## src/rtl/assert_macros.svh

```systemverilog
// ----------------------------------------------------------------------------
// Assertion macros
// Shared assertion shorthands clocked on clock and disabled during reset.
// ----------------------------------------------------------------------------
`ifndef ASSERT_MACROS_SVH
`define ASSERT_MACROS_SVH

// The expression holds at every clock edge.
`define ASSERT_ALWAYS(label, expr, msg) \
   label: assert property (@(posedge clock) disable iff (reset) (expr)) else $error(msg);

// The consequent holds in the same cycle as the antecedent.
`define ASSERT_IMPLIES(label, ante, cons, msg) \
   label: assert property (@(posedge clock) disable iff (reset) (ante) |-> (cons)) \
      else $error(msg);

// The consequent holds in the cycle after the antecedent.
`define ASSERT_NEXT(label, ante, cons, msg) \
   label: assert property (@(posedge clock) disable iff (reset) (ante) |=> (cons)) \
      else $error(msg);

`endif

```

## src/rtl/vcsn_pkg.sv

```systemverilog
// ----------------------------------------------------------------------------
// Vector clock snapshot node package
// Types, widths and codes shared by the snapshot node modules.
// ----------------------------------------------------------------------------
package vcsn_pkg;

   // Number of processes in the vector clock and width of one clock entry.
   localparam int NUM_NODES   = 3;
   localparam int CLOCK_WIDTH = 32;

   // Field widths.
   localparam int OP_W   = 3;
   localparam int NODE_W = 2;
   localparam int KIND_W = 3;

   // Operation codes of an input item.
   localparam logic [OP_W-1:0] OP_LOCAL  = 3'd0;
   localparam logic [OP_W-1:0] OP_SEND   = 3'd1;
   localparam logic [OP_W-1:0] OP_RECV   = 3'd2;
   localparam logic [OP_W-1:0] OP_MARKER = 3'd3;
   localparam logic [OP_W-1:0] OP_INIT   = 3'd4;

   // Kinds of result item.
   localparam logic [KIND_W-1:0] KIND_REPORT  = 3'd0;
   localparam logic [KIND_W-1:0] KIND_MESSAGE = 3'd1;
   localparam logic [KIND_W-1:0] KIND_MARKER  = 3'd2;
   localparam logic [KIND_W-1:0] KIND_SNAP    = 3'd3;
   localparam logic [KIND_W-1:0] KIND_TRANSIT = 3'd4;

   // One full vector clock.
   typedef logic [NUM_NODES-1:0][CLOCK_WIDTH-1:0] clock_vec_type;

   // Commands from the sequencer to the clock unit.
   typedef struct packed {
      logic merge;
      logic bump;
      logic record;
   } clk_ctrl_type;

endpackage

```

## src/rtl/vcsn_req_if.sv

```systemverilog
// ----------------------------------------------------------------------------
// Request channel
// Carries one operation item into the snapshot node.
// ----------------------------------------------------------------------------
interface vcsn_req_if import vcsn_pkg::*; ();
   logic                   valid;
   logic                   ready;
   logic [OP_W-1:0]        operation;
   logic [NODE_W-1:0]      peer;
   logic [CLOCK_WIDTH-1:0] in_clock_0;
   logic [CLOCK_WIDTH-1:0] in_clock_1;
   logic [CLOCK_WIDTH-1:0] in_clock_2;

   modport source (output valid, operation, peer, in_clock_0, in_clock_1, in_clock_2,
                   input ready);
   modport sink (input valid, operation, peer, in_clock_0, in_clock_1, in_clock_2,
                 output ready);
endinterface

```

## src/rtl/vcsn_rsp_if.sv

```systemverilog
// ----------------------------------------------------------------------------
// Response channel
// Carries one result item out of the snapshot node.
// ----------------------------------------------------------------------------
interface vcsn_rsp_if import vcsn_pkg::*; ();
   logic                   valid;
   logic                   ready;
   logic [KIND_W-1:0]      kind;
   logic [NODE_W-1:0]      target;
   logic [CLOCK_WIDTH-1:0] out_clock_0;
   logic [CLOCK_WIDTH-1:0] out_clock_1;
   logic [CLOCK_WIDTH-1:0] out_clock_2;
   logic                   dropped;
   logic                   last;

   modport source (output valid, kind, target, out_clock_0, out_clock_1, out_clock_2,
                   dropped, last, input ready);
   modport sink (input valid, kind, target, out_clock_0, out_clock_1, out_clock_2,
                 dropped, last, output ready);
endinterface

```

## src/rtl/vcsn_csr_if.sv

```systemverilog
// ----------------------------------------------------------------------------
// Configuration channel
// Carries a write of the node rank register.
// ----------------------------------------------------------------------------
interface vcsn_csr_if import vcsn_pkg::*; ();
   logic              valid;
   logic              ready;
   logic [NODE_W-1:0] data;

   modport source (output valid, data, input ready);
   modport sink (input valid, data, output ready);
endinterface

```

## src/rtl/vcsn_ram.sv

```systemverilog
// ----------------------------------------------------------------------------
// Generic RAM
// Single write port, single read port with a registered read.
// ----------------------------------------------------------------------------
module vcsn_ram #(
   parameter int WIDTH = 8,
   parameter int DEPTH = 4,
   localparam int AW   = (DEPTH > 1) ? $clog2(DEPTH) : 1
) (
   input  logic             clock,
   input  logic             wr_en,
   input  logic [AW-1:0]    wr_addr,
   input  logic [WIDTH-1:0] wr_data,
   input  logic             rd_en,
   input  logic [AW-1:0]    rd_addr,
   output logic [WIDTH-1:0] rd_data
);

   logic [WIDTH-1:0] mem_ff [DEPTH];
   logic [WIDTH-1:0] rd_data_ff;

   // Write port.
   always_ff @(posedge clock) begin
      if (wr_en) begin
         mem_ff[wr_addr] <= wr_data;
      end
   end

   // Registered read port; the data holds until the next read.
   always_ff @(posedge clock) begin
      if (rd_en) begin
         rd_data_ff <= mem_ff[rd_addr];
      end
   end

   assign rd_data = rd_data_ff;

endmodule

```

## src/rtl/vcsn_clock.sv

```systemverilog
// ----------------------------------------------------------------------------
// Clock unit
// Holds the local and recorded vector clocks, merges and advances them.
// ----------------------------------------------------------------------------
module vcsn_clock import vcsn_pkg::*; (
   input  logic              clock,
   input  logic              reset,
   input  clk_ctrl_type      ctrl,
   input  logic [NODE_W-1:0] me,
   input  clock_vec_type     msg,
   output clock_vec_type     bumped,
   output clock_vec_type     recorded
);

   clock_vec_type local_ff, local_in;
   clock_vec_type recorded_ff, recorded_in;
   clock_vec_type merged;

   // Elementwise maximum with the incoming clock, and the own entry
   // advanced with saturation at all ones.
   always_comb begin
      for (int i = 0; i < NUM_NODES; i++) begin
         merged[i] = (msg[i] > local_ff[i]) ? msg[i] : local_ff[i];
         if (NODE_W'(i) == me && local_ff[i] != '1) begin
            bumped[i] = local_ff[i] + 1'b1;
         end else begin
            bumped[i] = local_ff[i];
         end
      end
   end

   // Next clock values.
   always_comb begin
      if (ctrl.merge) begin
         local_in = merged;
      end else if (ctrl.bump) begin
         local_in = bumped;
      end else begin
         local_in = local_ff;
      end
      recorded_in = ctrl.record ? local_ff : recorded_ff;
   end

   always_ff @(posedge clock) begin
      if (reset) begin
         local_ff    <= '0;
         recorded_ff <= '0;
      end else begin
         local_ff    <= local_in;
         recorded_ff <= recorded_in;
      end
   end

   assign recorded = recorded_ff;

endmodule

```

## src/rtl/vector_clock_snapshot_node_unit.sv

```systemverilog
// ----------------------------------------------------------------------------
// Vector clock snapshot node
// One process node with a vector clock and marker based snapshots.
// ----------------------------------------------------------------------------
// The node takes one item at a time: req ready is high only between items,
// and the rank register is written only then as well. A local event, send or
// receive passes through capture, execute and report before its result is
// offered, and the next item can be taken in the cycle in which that result is
// first offered. An item that causes no result is done after capture and
// execute. A marker or an initiate adds to those a step for each marker sent
// to another node, one more when the own rank lies below the highest other
// rank and is stepped over in the marker order, one for the snapshot clock, a
// seek and a drain step for each stored in-transit item, as each is fetched
// through the single registered read port of the in-transit RAM, and a step
// for each channel that the drain passes over on its way to the last stored
// item. A stalled response holds the current step while it waits.
// The in-transit RAM is not cleared after reset; per-channel fill counts
// decide which entries are read.

`include "assert_macros.svh"

module vector_clock_snapshot_node_unit import vcsn_pkg::*; #(
   parameter int TRANSIT_DEPTH = 5
) (
   input  logic       clock,
   input  logic       reset,
   vcsn_req_if.sink   req_chan,
   vcsn_rsp_if.source rsp_chan,
   vcsn_csr_if.sink   csr_chan
);

   localparam int CNT_W      = $clog2(TRANSIT_DEPTH + 1);
   localparam int RAM_DEPTH  = NUM_NODES * TRANSIT_DEPTH;
   localparam int ADDR_W     = (RAM_DEPTH > 1) ? $clog2(RAM_DEPTH) : 1;

   // Sequencer states.
   localparam logic [2:0] S_IDLE   = 3'd0;
   localparam logic [2:0] S_EXEC   = 3'd1;
   localparam logic [2:0] S_REPORT = 3'd2;
   localparam logic [2:0] S_MARK   = 3'd3;
   localparam logic [2:0] S_SNAP   = 3'd4;
   localparam logic [2:0] S_SEEK   = 3'd5;
   localparam logic [2:0] S_DRAIN  = 3'd6;

   // Control state.
   logic [2:0]           state_ff, state_in;
   logic [NODE_W-1:0]    rank_ff, rank_in;
   logic                 active_ff, active_in;
   logic [NUM_NODES-1:0] seen_ff, seen_in;
   logic [CNT_W-1:0]     count_ff [NUM_NODES];
   logic [CNT_W-1:0]     count_in [NUM_NODES];
   logic                 drop_ff, drop_in;
   logic                 complete_ff, complete_in;
   logic [NODE_W-1:0]    idx_ff, idx_in;
   logic [NODE_W-1:0]    ch_ff, ch_in;
   logic [CNT_W-1:0]     j_ff, j_in;

   // Captured item.
   logic [OP_W-1:0]      op_ff;
   logic [NODE_W-1:0]    peer_ff;
   clock_vec_type        msg_ff;

   // Response register.
   logic                 rsp_valid_ff, rsp_valid_in;
   logic [KIND_W-1:0]    kind_ff;
   logic [NODE_W-1:0]    target_ff;
   clock_vec_type        clock_ff;
   logic                 dropped_ff;
   logic                 last_ff;

   // Internal signals.
   logic                 req_fire;
   logic                 out_free;
   logic [NODE_W-1:0]    me;
   logic [NODE_W-1:0]    last_other;
   logic                 peer_bad;
   logic [NUM_NODES-1:0] seen_new;
   logic                 complete_new;
   logic                 any_transit;
   logic                 later;
   logic                 more_after;
   logic                 count_over;
   clk_ctrl_type         clk_ctrl;
   clock_vec_type        bumped;
   clock_vec_type        recorded;
   logic                 ram_wr_en;
   logic                 ram_rd_en;
   logic [ADDR_W-1:0]    ram_wr_addr;
   logic [ADDR_W-1:0]    ram_rd_addr;
   logic [NUM_NODES*CLOCK_WIDTH-1:0] ram_rd_data;
   logic                 emit;
   logic [KIND_W-1:0]    emit_kind;
   logic [NODE_W-1:0]    emit_target;
   clock_vec_type        emit_clock;
   logic                 emit_drop;
   logic                 emit_last;

   // Handshakes.
   assign req_fire       = req_chan.valid && req_chan.ready;
   assign req_chan.ready = (state_ff == S_IDLE);
   assign csr_chan.ready = (state_ff == S_IDLE);
   assign out_free       = !rsp_valid_ff || rsp_chan.ready;

   // Effective rank and the highest numbered other node.
   assign me         = (int'(rank_ff) >= NUM_NODES) ? NODE_W'(NUM_NODES - 1) : rank_ff;
   assign last_other = (me == NODE_W'(NUM_NODES - 1)) ? NODE_W'(NUM_NODES - 2)
                                                      : NODE_W'(NUM_NODES - 1);
   assign peer_bad   = (int'(peer_ff) >= NUM_NODES);

   // Marker state after this item, and whether every other channel is marked.
   always_comb begin
      seen_new     = seen_ff;
      complete_new = 1'b1;
      for (int i = 0; i < NUM_NODES; i++) begin
         if (op_ff == OP_MARKER && NODE_W'(i) == peer_ff) begin
            seen_new[i] = 1'b1;
         end
         if (op_ff == OP_INIT && NODE_W'(i) == me) begin
            seen_new[i] = 1'b1;
         end
      end
      for (int i = 0; i < NUM_NODES; i++) begin
         if (NODE_W'(i) != me && !seen_new[i]) begin
            complete_new = 1'b0;
         end
      end
   end

   // Look-ahead over the in-transit counts for the drain.
   always_comb begin
      any_transit = 1'b0;
      later       = 1'b0;
      count_over  = 1'b0;
      for (int i = 0; i < NUM_NODES; i++) begin
         if (NODE_W'(i) != me && count_ff[i] != '0) begin
            any_transit = 1'b1;
            if (NODE_W'(i) > ch_ff) begin
               later = 1'b1;
            end
         end
         if (count_ff[i] > CNT_W'(TRANSIT_DEPTH)) begin
            count_over = 1'b1;
         end
      end
      more_after = later ||
                   ((CNT_W + 1)'(j_ff) + 1'b1 < (CNT_W + 1)'(count_ff[ch_ff]));
   end

   // RAM addresses: channel row times depth plus slot.
   assign ram_wr_addr = ADDR_W'(peer_ff) * ADDR_W'(TRANSIT_DEPTH)
                      + ADDR_W'(count_ff[peer_ff]);
   assign ram_rd_addr = ADDR_W'(ch_ff) * ADDR_W'(TRANSIT_DEPTH) + ADDR_W'(j_ff);

   // Sequencer.
   always_comb begin
      state_in    = state_ff;
      active_in   = active_ff;
      seen_in     = seen_ff;
      count_in    = count_ff;
      drop_in     = drop_ff;
      complete_in = complete_ff;
      idx_in      = idx_ff;
      ch_in       = ch_ff;
      j_in        = j_ff;
      clk_ctrl    = '0;
      ram_wr_en   = 1'b0;
      ram_rd_en   = 1'b0;
      emit        = 1'b0;
      emit_kind   = KIND_REPORT;
      emit_target = me;
      emit_clock  = '0;
      emit_drop   = 1'b0;
      emit_last   = 1'b0;

      case (state_ff)
         S_IDLE: begin
            if (req_fire) begin
               state_in = S_EXEC;
            end
         end

         // Update the snapshot state and choose the results to send.
         S_EXEC: begin
            state_in    = S_IDLE;
            drop_in     = 1'b0;
            complete_in = complete_new;
            idx_in      = '0;
            case (op_ff)
               OP_LOCAL: begin
                  state_in = S_REPORT;
               end
               OP_SEND: begin
                  if (!peer_bad) begin
                     state_in = S_REPORT;
                  end
               end
               OP_RECV: begin
                  if (!peer_bad) begin
                     if (active_ff && !seen_ff[peer_ff]) begin
                        if (count_ff[peer_ff] < CNT_W'(TRANSIT_DEPTH)) begin
                           ram_wr_en          = 1'b1;
                           count_in[peer_ff]  = count_ff[peer_ff] + 1'b1;
                        end else begin
                           drop_in = 1'b1;
                        end
                     end
                     clk_ctrl.merge = 1'b1;
                     state_in       = S_REPORT;
                  end
               end
               OP_MARKER: begin
                  if (!peer_bad && peer_ff != me) begin
                     seen_in = seen_new;
                     if (!active_ff) begin
                        active_in       = 1'b1;
                        clk_ctrl.record = 1'b1;
                        state_in        = S_MARK;
                     end else if (complete_new) begin
                        state_in = S_SNAP;
                     end
                  end
               end
               OP_INIT: begin
                  if (!active_ff) begin
                     active_in       = 1'b1;
                     clk_ctrl.record = 1'b1;
                     seen_in         = seen_new;
                     state_in        = S_MARK;
                  end
               end
               default: begin
                  state_in = S_IDLE;
               end
            endcase
         end

         // Clock report or outgoing message, with the own entry advanced.
         S_REPORT: begin
            emit_kind   = (op_ff == OP_SEND) ? KIND_MESSAGE : KIND_REPORT;
            emit_target = (op_ff == OP_SEND) ? peer_ff : me;
            emit_clock  = bumped;
            emit_drop   = drop_ff;
            emit_last   = 1'b1;
            if (out_free) begin
               emit          = 1'b1;
               clk_ctrl.bump = 1'b1;
               state_in      = S_IDLE;
            end
         end

         // Markers to every other node in rank order.
         S_MARK: begin
            if (idx_ff == me) begin
               idx_in = idx_ff + 1'b1;
            end else begin
               emit_kind   = KIND_MARKER;
               emit_target = idx_ff;
               emit_last   = (idx_ff == last_other) && !complete_ff;
               if (out_free) begin
                  emit = 1'b1;
                  if (idx_ff == last_other) begin
                     state_in = complete_ff ? S_SNAP : S_IDLE;
                  end else begin
                     idx_in = idx_ff + 1'b1;
                  end
               end
            end
         end

         // Recorded clock, then the drain or the end of the snapshot.
         S_SNAP: begin
            emit_kind   = KIND_SNAP;
            emit_clock  = recorded;
            emit_last   = !any_transit;
            if (out_free) begin
               emit  = 1'b1;
               ch_in = '0;
               j_in  = '0;
               if (any_transit) begin
                  state_in = S_SEEK;
               end else begin
                  seen_in   = '0;
                  active_in = 1'b0;
                  count_in  = '{default: '0};
                  state_in  = S_IDLE;
               end
            end
         end

         // Step to the next stored item and start its read.
         S_SEEK: begin
            if (ch_ff == me || j_ff >= count_ff[ch_ff]) begin
               ch_in = ch_ff + 1'b1;
               j_in  = '0;
            end else begin
               ram_rd_en = 1'b1;
               state_in  = S_DRAIN;
            end
         end

         // Send the stored item read in the seek state.
         S_DRAIN: begin
            emit_kind   = KIND_TRANSIT;
            emit_target = ch_ff;
            emit_clock  = clock_vec_type'(ram_rd_data);
            emit_last   = !more_after;
            if (out_free) begin
               emit = 1'b1;
               if (more_after) begin
                  j_in     = j_ff + 1'b1;
                  state_in = S_SEEK;
               end else begin
                  seen_in   = '0;
                  active_in = 1'b0;
                  count_in  = '{default: '0};
                  state_in  = S_IDLE;
               end
            end
         end

         default: begin
            state_in = S_IDLE;
         end
      endcase
   end

   // Rank register and response valid.
   always_comb begin
      rank_in      = (csr_chan.valid && csr_chan.ready) ? csr_chan.data : rank_ff;
      rsp_valid_in = emit || (rsp_valid_ff && !rsp_chan.ready);
   end

   // Control registers.
   always_ff @(posedge clock) begin
      if (reset) begin
         state_ff     <= S_IDLE;
         rank_ff      <= '0;
         active_ff    <= 1'b0;
         seen_ff      <= '0;
         count_ff     <= '{default: '0};
         drop_ff      <= 1'b0;
         complete_ff  <= 1'b0;
         idx_ff       <= '0;
         ch_ff        <= '0;
         j_ff         <= '0;
         rsp_valid_ff <= 1'b0;
      end else begin
         state_ff     <= state_in;
         rank_ff      <= rank_in;
         active_ff    <= active_in;
         seen_ff      <= seen_in;
         count_ff     <= count_in;
         drop_ff      <= drop_in;
         complete_ff  <= complete_in;
         idx_ff       <= idx_in;
         ch_ff        <= ch_in;
         j_ff         <= j_in;
         rsp_valid_ff <= rsp_valid_in;
      end
   end

   // Item capture and response payload.
   always_ff @(posedge clock) begin
      if (req_fire) begin
         op_ff     <= req_chan.operation;
         peer_ff   <= req_chan.peer;
         msg_ff[0] <= req_chan.in_clock_0;
         msg_ff[1] <= req_chan.in_clock_1;
         msg_ff[2] <= req_chan.in_clock_2;
      end
      if (emit) begin
         kind_ff    <= emit_kind;
         target_ff  <= emit_target;
         clock_ff   <= emit_clock;
         dropped_ff <= emit_drop;
         last_ff    <= emit_last;
      end
   end

   // Clock unit.
   vcsn_clock u_clock (
      .clock    (clock),
      .reset    (reset),
      .ctrl     (clk_ctrl),
      .me       (me),
      .msg      (msg_ff),
      .bumped   (bumped),
      .recorded (recorded)
   );

   // In-transit store, one row of TRANSIT_DEPTH slots per channel.
   vcsn_ram #(
      .WIDTH (NUM_NODES * CLOCK_WIDTH),
      .DEPTH (RAM_DEPTH)
   ) u_transit_ram (
      .clock   (clock),
      .wr_en   (ram_wr_en),
      .wr_addr (ram_wr_addr),
      .wr_data (msg_ff),
      .rd_en   (ram_rd_en),
      .rd_addr (ram_rd_addr),
      .rd_data (ram_rd_data)
   );

   // Response outputs.
   assign rsp_chan.valid       = rsp_valid_ff;
   assign rsp_chan.kind        = kind_ff;
   assign rsp_chan.target      = target_ff;
   assign rsp_chan.out_clock_0 = clock_ff[0];
   assign rsp_chan.out_clock_1 = clock_ff[1];
   assign rsp_chan.out_clock_2 = clock_ff[2];
   assign rsp_chan.dropped     = dropped_ff;
   assign rsp_chan.last        = last_ff;

   // Checks.
   `ASSERT_IMPLIES(a_idle_no_marks, !active_ff, seen_ff == '0, "Channel marked with no snapshot.")
   `ASSERT_ALWAYS(a_count_bound, !count_over, "In-transit count above store depth.")
   `ASSERT_IMPLIES(a_drain_channel, state_ff == S_DRAIN, ch_ff != me, "Draining own channel.")
   `ASSERT_NEXT(a_last_ends, emit && emit_last, state_ff == S_IDLE, "Item ran past its last result.")

endmodule

```

## src/flat_wrapper.sv

```systemverilog
// flat-port wrapper written by rule: the top's interface ports become plain ports
module vector_clock_snapshot_node_unit_flat import vcsn_pkg::*;
#(
   parameter int TRANSIT_DEPTH = 5
)
  (clock, reset, req_chan_valid, req_chan_operation, req_chan_peer, req_chan_in_clock_0, req_chan_in_clock_1, req_chan_in_clock_2, req_chan_ready, rsp_chan_valid, rsp_chan_kind, rsp_chan_target, rsp_chan_out_clock_0, rsp_chan_out_clock_1, rsp_chan_out_clock_2, rsp_chan_dropped, rsp_chan_last, rsp_chan_ready, csr_chan_valid, csr_chan_data, csr_chan_ready);
  vcsn_req_if req_chan_i ();
  vcsn_rsp_if rsp_chan_i ();
  vcsn_csr_if csr_chan_i ();
  input  logic clock;
  input  logic reset;
  input wire logic [$bits(req_chan_i.valid)-1:0] req_chan_valid;
  input wire logic [$bits(req_chan_i.operation)-1:0] req_chan_operation;
  input wire logic [$bits(req_chan_i.peer)-1:0] req_chan_peer;
  input wire logic [$bits(req_chan_i.in_clock_0)-1:0] req_chan_in_clock_0;
  input wire logic [$bits(req_chan_i.in_clock_1)-1:0] req_chan_in_clock_1;
  input wire logic [$bits(req_chan_i.in_clock_2)-1:0] req_chan_in_clock_2;
  output wire logic [$bits(req_chan_i.ready)-1:0] req_chan_ready;
  output wire logic [$bits(rsp_chan_i.valid)-1:0] rsp_chan_valid;
  output wire logic [$bits(rsp_chan_i.kind)-1:0] rsp_chan_kind;
  output wire logic [$bits(rsp_chan_i.target)-1:0] rsp_chan_target;
  output wire logic [$bits(rsp_chan_i.out_clock_0)-1:0] rsp_chan_out_clock_0;
  output wire logic [$bits(rsp_chan_i.out_clock_1)-1:0] rsp_chan_out_clock_1;
  output wire logic [$bits(rsp_chan_i.out_clock_2)-1:0] rsp_chan_out_clock_2;
  output wire logic [$bits(rsp_chan_i.dropped)-1:0] rsp_chan_dropped;
  output wire logic [$bits(rsp_chan_i.last)-1:0] rsp_chan_last;
  input wire logic [$bits(rsp_chan_i.ready)-1:0] rsp_chan_ready;
  input wire logic [$bits(csr_chan_i.valid)-1:0] csr_chan_valid;
  input wire logic [$bits(csr_chan_i.data)-1:0] csr_chan_data;
  output wire logic [$bits(csr_chan_i.ready)-1:0] csr_chan_ready;
  assign req_chan_i.valid = req_chan_valid;
  assign req_chan_i.operation = req_chan_operation;
  assign req_chan_i.peer = req_chan_peer;
  assign req_chan_i.in_clock_0 = req_chan_in_clock_0;
  assign req_chan_i.in_clock_1 = req_chan_in_clock_1;
  assign req_chan_i.in_clock_2 = req_chan_in_clock_2;
  assign req_chan_ready = req_chan_i.ready;
  assign rsp_chan_valid = rsp_chan_i.valid;
  assign rsp_chan_kind = rsp_chan_i.kind;
  assign rsp_chan_target = rsp_chan_i.target;
  assign rsp_chan_out_clock_0 = rsp_chan_i.out_clock_0;
  assign rsp_chan_out_clock_1 = rsp_chan_i.out_clock_1;
  assign rsp_chan_out_clock_2 = rsp_chan_i.out_clock_2;
  assign rsp_chan_dropped = rsp_chan_i.dropped;
  assign rsp_chan_last = rsp_chan_i.last;
  assign rsp_chan_i.ready = rsp_chan_ready;
  assign csr_chan_i.valid = csr_chan_valid;
  assign csr_chan_i.data = csr_chan_data;
  assign csr_chan_ready = csr_chan_i.ready;
  vector_clock_snapshot_node_unit #(.TRANSIT_DEPTH(TRANSIT_DEPTH)) u_core (.clock(clock), .reset(reset), .req_chan(req_chan_i), .rsp_chan(rsp_chan_i), .csr_chan(csr_chan_i));
endmodule
```

## config.mk

```make
export PLATFORM = sky130hd
export DESIGN_NAME = vector_clock_snapshot_node_unit_flat
export DESIGN_NICKNAME = d
export VERILOG_FILES = /design/src/rtl/vcsn_pkg.sv /design/src/rtl/vcsn_req_if.sv /design/src/rtl/vcsn_rsp_if.sv /design/src/rtl/vcsn_csr_if.sv /design/src/rtl/vcsn_ram.sv /design/src/rtl/vcsn_clock.sv /design/src/rtl/vector_clock_snapshot_node_unit.sv /design/src/flat_wrapper.sv
export VERILOG_INCLUDE_DIRS = /design/src /design/src/rtl
export SDC_FILE = /design/constraint.sdc
export NUM_CORES = 2
export LEC_CHECK = 0
export BUFFER_PORTS_ARGS = -buffer_cell sky130_fd_sc_hd__buf_2
export CAP_MARGIN = 20
export CORE_MARGIN = 3
export CORE_UTILIZATION = 61
export CTS_CLUSTER_DIAMETER = 200
export CTS_CLUSTER_SIZE = 28
export DETAILED_ROUTE_END_ITERATION = 10
export PLACE_DENSITY = 0.79
export SYNTH_ARGS = -nofsm -noshare
export SYNTH_HDL_FRONTEND = slang
export SYNTH_SLANG_ARGS = --single-unit
export TNS_END_PERCENT = 30
```

## constraint.sdc

```tcl
create_clock -name clock -period 14.1 [get_ports clock]
set_input_delay 2.82 -clock clock [delete_from_list [all_inputs] [get_ports clock]]
set_output_delay 2.82 -clock clock [all_outputs]
set_load 0.05 [all_outputs]
```

# [Yosys cells after proc, flatten, opt, wreduce, memory -nomap -nowiden]
# Memories as Yosys holds them, arrays and structs flattened. A register that Yosys moved wholly into a read port is not among the register bits.
# Index checks and enable logic that the tools add are counted.
[op_classes] magnitude_cmp=15 n_addsub=10 mul=2 muxes=125 eq_ne=48 n_reduce_logical=61 bitwise_logic=2
[ops] operator="one-hot mux 96 bit (3 select lines)" count=1
[ops] operator="2-to-1 mux 32 bit" count=6
[ops] operator="2-to-1 mux 96 bit" count=2
[ops] operator="adder 32 x 1 -> 32 bit, second input constant" count=3
[ops] operator="> comparator 32 bit" count=3
[ops] operator="inequality test 32 bit, second input constant" count=3
[ops] operator="2-to-1 mux 3 bit" count=28
[ops] operator="2-to-1 mux 9 bit" count=8
[ops] operator="2-to-1 mux 1 bit" count=48
[ops] operator="one-hot mux 9 bit (3 select lines)" count=1
[ops] operator="2-to-1 mux 2 bit" count=12
[ops] operator="one-hot mux 3 bit (4 select lines)" count=2
[ops] operator="logical AND 1 bit" count=22
[ops] operator="one-hot mux 3 bit (7 select lines)" count=1
[ops] operator="inequality test 2 bit, second input constant" count=10
[ops] operator="inequality test 2 x 1 -> 1 bit, second input constant" count=9
[ops] operator="one-hot mux 3 bit (3 select lines)" count=2
[ops] operator="AND reduction 8 bit" count=2
[ops] operator="nonzero test 3 bit" count=5
[ops] operator="binary-select mux 3 bit (select 2 bit)" count=2
[ops] operator="== test 3 x 2 -> 1 bit, second input constant" count=4
[ops] operator="== test 3 bit, second input constant" count=4
[ops] operator="zero test 1 bit" count=10
[ops] operator="bitwise mux 9 bit" count=1
[ops] operator="other kinds (45)" count=74
[totals] n_memories=1 elab_cells=295 inputBits=108 register_bits=424 ram_bits=1440
[memory_table] memory="u_core.u_transit_ram.mem_ff" words=15 width=96 rd=1 rd_clocked_by_memory_dff=1 write_ports=1 line="vcsn_ram.sv:19" rtl="logic [WIDTH-1:0] mem_ff [DEPTH];"

# [Logic depth before layout (Yosys ltp)]
[depth] ltp_word=15 depth_mapped=13 ltp_nobuf=12

# [Modules after synthesis]
# Synthesis repeated with hierarchy kept, for this count alone.
[unflattened] hier_cells=5226 area_unflattened_um2=81624.5
[modules_own_cells] module="vcsn_ram" cells_each=2622 area_per_inst_um2=57311.2 n_inst=1
[modules_own_cells] module="vcsn_clock" cells_each=1659 area_per_inst_um2=13437.9 n_inst=1
[modules_own_cells] module="vector_clock_snapshot_node_unit" cells_each=945 area_per_inst_um2=10875.4 n_inst=1

# [Least setup slack after synthesis]
# OpenSTA, ideal clock, no wires.
[synth_path] path_kind="flip-flop to flip-flop" from="register u_core.peer_ff[0]" to="memory u_core.u_transit_ram.mem_ff[4][0] (netlist bit), enable pin" setup_ns=0.668 path_slack_ns=4.242 t_arrival_ns=9.190 path_stages_with_launch=12 n_path_buf=1 cell_sequence="edfxtp_1 clkbuf_1 nor2b_1 o2bb2ai_1 ha_1 ha_1 inv_1 fa_1 xnor2_1 xor2_1 or3_1 nor3_1"
[synth_between] elab_chain_cells=12 elab_cells_between_ends=19 classes_between="add/sub: 1; mul: 1; order compare: 2; mux: 12; bitwise: 1; reduce/logical: 2"
[synth_rtl] item="start, declared" line="vector_clock_snapshot_node_unit.sv:60" rtl="logic [NODE_W-1:0] peer_ff;"
[synth_rtl] item="start signal, assigned" line="vector_clock_snapshot_node_unit.sv:366" rtl="peer_ff <= req_chan.peer;"
[synth_rtl] item="inverter 2 -> 3 bit (implied by the code)" line="vector_clock_snapshot_node_unit.sv:151, vector_clock_snapshot_node_unit.sv:200"
[synth_rtl] item="binary-select mux 3 bit (select 2 bit)" line="vector_clock_snapshot_node_unit.sv:151, vector_clock_snapshot_node_unit.sv:200"
[synth_rtl] item="2-to-1 mux 3 bit (implied by the code) (2 in series)" line="vector_clock_snapshot_node_unit.sv:151, vector_clock_snapshot_node_unit.sv:200"
[synth_rtl] item="less-than comparator 3 bit" line="vector_clock_snapshot_node_unit.sv:200" rtl="if (count_ff[peer_ff] < CNT_W'(TRANSIT_DEPTH)) begin"
[synth_rtl] item="2-to-1 mux 1 bit" line="vector_clock_snapshot_node_unit.sv:200"
[synth_rtl] item="2-to-1 mux 1 bit" line="vector_clock_snapshot_node_unit.sv:199" rtl="if (active_ff && !seen_ff[peer_ff]) begin"
[synth_rtl] item="2-to-1 mux 1 bit" line="vector_clock_snapshot_node_unit.sv:198" rtl="if (!peer_bad) begin"
[synth_rtl] item="2-to-1 mux 1 bit" line="vector_clock_snapshot_node_unit.sv:188" rtl="case (op_ff)"
[synth_rtl] item="2-to-1 mux 1 bit" line="vector_clock_snapshot_node_unit.sv:175" rtl="case (state_ff)"
[synth_rtl] item="2-to-1 mux 1 bit" line="vcsn_ram.sv:24" rtl="if (wr_en) begin"
[synth_rtl] item="2-to-1 mux 1 bit (implied by the code)" line="vcsn_ram.sv:25" rtl="mem_ff[wr_addr] <= wr_data;"
[synth_rtl] item="end, declared" line="vcsn_ram.sv:19"
# Parallel ways exist; a longest one is shown, timed or not. The select of a mux whose other input is x is not followed.

# [Worst setup path after layout]
[layout_path] from="register u_core.state_ff[0]" to="output req_chan_ready"
[layout_between] elab_chain_cells=1
[layout_rtl] item="start, declared" line="vector_clock_snapshot_node_unit.sv:46" rtl="logic [2:0] state_ff, state_in;"
[layout_rtl] item="start signal, assigned" line="vector_clock_snapshot_node_unit.sv:348" rtl="state_ff <= state_in;"
[layout_rtl] item="zero test 3 bit" line="vector_clock_snapshot_node_unit.sv:100" rtl="assign req_chan.ready = (state_ff == S_IDLE);"
[layout_rtl] item="end, declared" line="flat_wrapper.sv:18" rtl="output wire logic [$bits(req_chan_i.ready)-1:0] req_chan_ready;"
# No other way between the ends.

==> impl_metrics.py <==
metrics = {
    "status": {
        "status": "completed",
    },
    "timing": {
        "tns_ns": 0,
        "tightest_slew_ns": 1.18,
        "fmax_ghz": 0.161,
        "fin_crit_sh": 0.440,
        "hold_viol": 0,
        "setup_violations": 0,
        "rsz0062_at_grt": "no",
        "relSlewSlack": 0.216,
        "slew_viol_final": 0,
        "min_period_ns": 6.21,
        "finClkSkew_ns": 0.0461,
    },
    "worst_hold_path": {
        "whs_path_depth": 2,
        "min_path_type": "flop to flop",
    },
    "pwr": {
        "p_comb_frac": 0.143,
        "clock_power_share": 0.242,
        "p_sw_frac": 0.277,
        "p_int_w": 0.00843,
        "leakage_nw": 25.8,
        "p_switching_w": 0.00324,
        "seq_power_share": 0.615,
        "cellPowerDensity_nw_per_um2": 136,
        "irDropWorstVdd_v": 0.000139,
    },
    "die": {
        "io_pins": 214,
        "row_count": 132,
        "coreArea_um2": 130000,
        "start_util": 0.617,
        "die_height_um": 369,
        "die_area_um2": 136000,
        "fp.dieW_um": 369,
    },
    "route": {
        "postRouteAntennaNets": 0,
        "vias": 46500,
        "wire_per_inst_um": 30.3,
        "vias_per_cell": 6.81,
        "dr.pass1.iters": 6,
        "drc": 0,
        "wirelength_mm": 207,
        "drt_iter0_drc": 6860,
    },
    "worst_setup_path": {
        "crit_type": "flop to output port",
        "ff2ff_path_depth": 9,
        "cp.arrival_ns": 3.39,
        "critical_path_required_ns": 11.28,
        "end_kind": "output port",
        "crit_fanout": 21,
        "crit_path_start_kind": "flop",
    },
    "logic_synthesis": {
        "synthesis.nets": 5155,
        "yosysTopAreaCell": "edfxtp_1",
        "synth-seq-cells": 1960,
        "syn_avg_cell_area_um2": 16.3,
        "yosysSeqAreaShare": 0.705,
        "synth_top_area_frac": 0.650,
        "netlist_area_um2": 80300,
        "synth.area.top_cells": "edfxtp_1 65%, mux4_2 11%, dfxtp_1 5.5%",
        "ys.flop_type": "edfxtp_1",
        "synth_warnings": 0,
        "synthCells": 4928,
        "async_reset_ff_frac": 0,
        "ys_types": 83,
        "synth_edf_count": 1740,
    },
    "layout": {
        "layout_commonest_cell": "edfxtp_1",
        "finalNonFillerCells": 6832,
        "nNetsFinal": 5248,
        "areaGrowthSynthToFinish_pct": 6.79,
        "layout_common_cells": "1,740 x edfxtp_1, 410 x nand2_1, 384 x mux4_2, 330 x a21oi_1, 217 x dfxtp_1",
        "num-fill-cells": 8769,
        "drive_above_1_share": 0.167,
    },
    "global_route": {
        "grt_pass1_wl_mm": 303,
        "grt_pass1_vias": 44900,
        "grt_start_max_net_pins": 176,
        "grt_antenna_before_repair": 3,
        "grt_remaining_overflow": 0,
        "groute.usage.overall": 0.305,
    },
    "placement": {
        "placedCellCount": 6681,
        "hpwl_mm": 118,
        "gp_congestion": 0.915,
        "io_buffers": 213,
    },
    "clock_network": {
        "cts-resized-gates": 0,
        "ctsRootBufferMaster": "clkbuf_16",
        "worst_skew_pair.late_latency_ns": 0.75,
        "cts_max_level": 3,
        "clk_pin_slew_ns": 0.12,
        "numCtsBuffers": 79,
        "clock-sinks": 1960,
        "clk_path_buf_depth": 3,
        "cts_setup_buffers": 0,
        "cts_tree": "yes",
        "cts_hold_buffers": 0,
    },
    "job": {
        "drv_cap": 0,
    },
}
[registers in the layout, indices dropped and copies added, names as in the netlist, 9 cells and up]
register,flops
u_core.count_ff,9
u_core.msg_ff,96
u_core.rsp_chan.out_clock_0,32
u_core.rsp_chan.out_clock_1,32
u_core.rsp_chan.out_clock_2,32
u_core.u_clock.local_ff,96
u_core.u_clock.recorded,96
u_core.u_transit_ram.mem_ff,1440
u_core.u_transit_ram.rd_data,96
[logic make-up (layout without fill, tap and decap cells)]
group | Yosys count | in the layout | synth area share
and+or+nand+nor | 984 | 984 | 0.0559
DFF | 1960 | 1960 | 0.705
other | 0 | 2 | 0
buffers and inverters | 416 | 576 | 0.0197
muxes | 562 | 562 | 0.130
adders and majority gates | 120 | 120 | 0.0188
xor gates and xnor gates | 91 | 91 | 0.00992
AOI/OAI and AO/OA | 795 | 795 | 0.0605
[cells in the mapped netlist, types with 13 or more instances]
cell type	count
edfxtp_1	1740
nand2_1	411
mux4_2	384
a21oi_1	330
clkbuf_1	232
nor2_1	222
dfxtp_1	220
mux2i_1	173
o21ai_0	154
inv_1	118
ha_1	117
xnor2_1	87
nor3_1	74
nand3_1	71
nand4_1	56
o22ai_1	50
buf_1	48
a22oi_1	43
o32ai_1	37
nor4_1	27
o31ai_1	23
a31oi_1	21
a211oi_1	19
and3_1	19
a21o_1	15
and4_1	14
nand2b_1	14
nor2b_1	13
[final timing paths]
| path | startpoint | slack [ns] | to |
|---|---|---|---|
| max | u_core.state_ff[0] | 7.89 | req_chan_ready |
| min | u_core.u_clock.recorded[34] | 0.46 | u_core.u_clock.recorded[34] |
| max reg2reg | u_core.state_ff[0] | 8.64 | u_core.u_transit_ram.mem_ff[4][7] |
| min reg2reg | u_core.u_clock.recorded[34] | 0.46 | u_core.u_clock.recorded[34] |
[power groups by stage]
stage | clock (W) | sequential, W | combinational (W)
finish | 0.00282 | 0.00717 | 0.00167
global route | 0.00304 | 0.00721 | 0.00177
CTS | 0.00285 | 0.00716 | 0.00166
global placement | 0 | 0.00727 | 0.00162
floorplan | 0 | 0.00738 | 0.000923
detailed placement | 0 | 0.00729 | 0.00165
[metal layers]
metal,GRT usage,up-vias,share of wire
met4,0.117,4,0.040
met5,0,-,0.00013
met3,0.0573,413,0.11
li1,-,19500,-
met2,0.474,2949,0.47
met1,0.436,23600,0.38
[area by class of cell]
| class | count | area (um2) | area share |
|---|---|---|---|
| Inverter | 122 | 458 | 0.00534 |
| Multi-Input combinational cell | 2552 | 22300 | 0.260 |
| Sequential cell | 1960 | 56700 | 0.660 |
| Timing Repair Buffer | 306 | 1850 | 0.0215 |
| Antenna cell | 2 | 5.00 | 0.0000583 |
| Clock inverter | 3 | 26.3 | 0.000306 |
| Clock buffer | 145 | 2310 | 0.0269 |
| Tap cell | 1742 | 2180 | 0.0254 |
[stage by stage]
stage | hold WS, ns | total power [W] | setup slack [ns] | instance area [um2] | util
6_report | 0.461 | 0.0117 | 7.89 | 85800 | 0.659
5_1_grt | 0.476 | 0.0120 | 7.87 | 85800 | 0.659
4_1_cts | 0.461 | 0.0117 | 7.98 | 85800 | 0.659
3_5_place_dp | 0.447 | 0.00894 | 8.65 | 83400 | 0.641
3_3_place_gp | 0.442 | 0.00889 | 8.79 | 83400 | 0.641
2_1_floorplan | 0.428 | 0.00830 | 4.24 | 80300 | -
[critical path: stages, from the launching register on]
cell      delay (ns)
dfxtp_2         0.54
buf_4           0.36
clkinv_1        0.32
nand2_1         0.88
nor2_1          0.08
buf_4           0.23
buf_2           0.22
(Power assumes the default switching activity.)
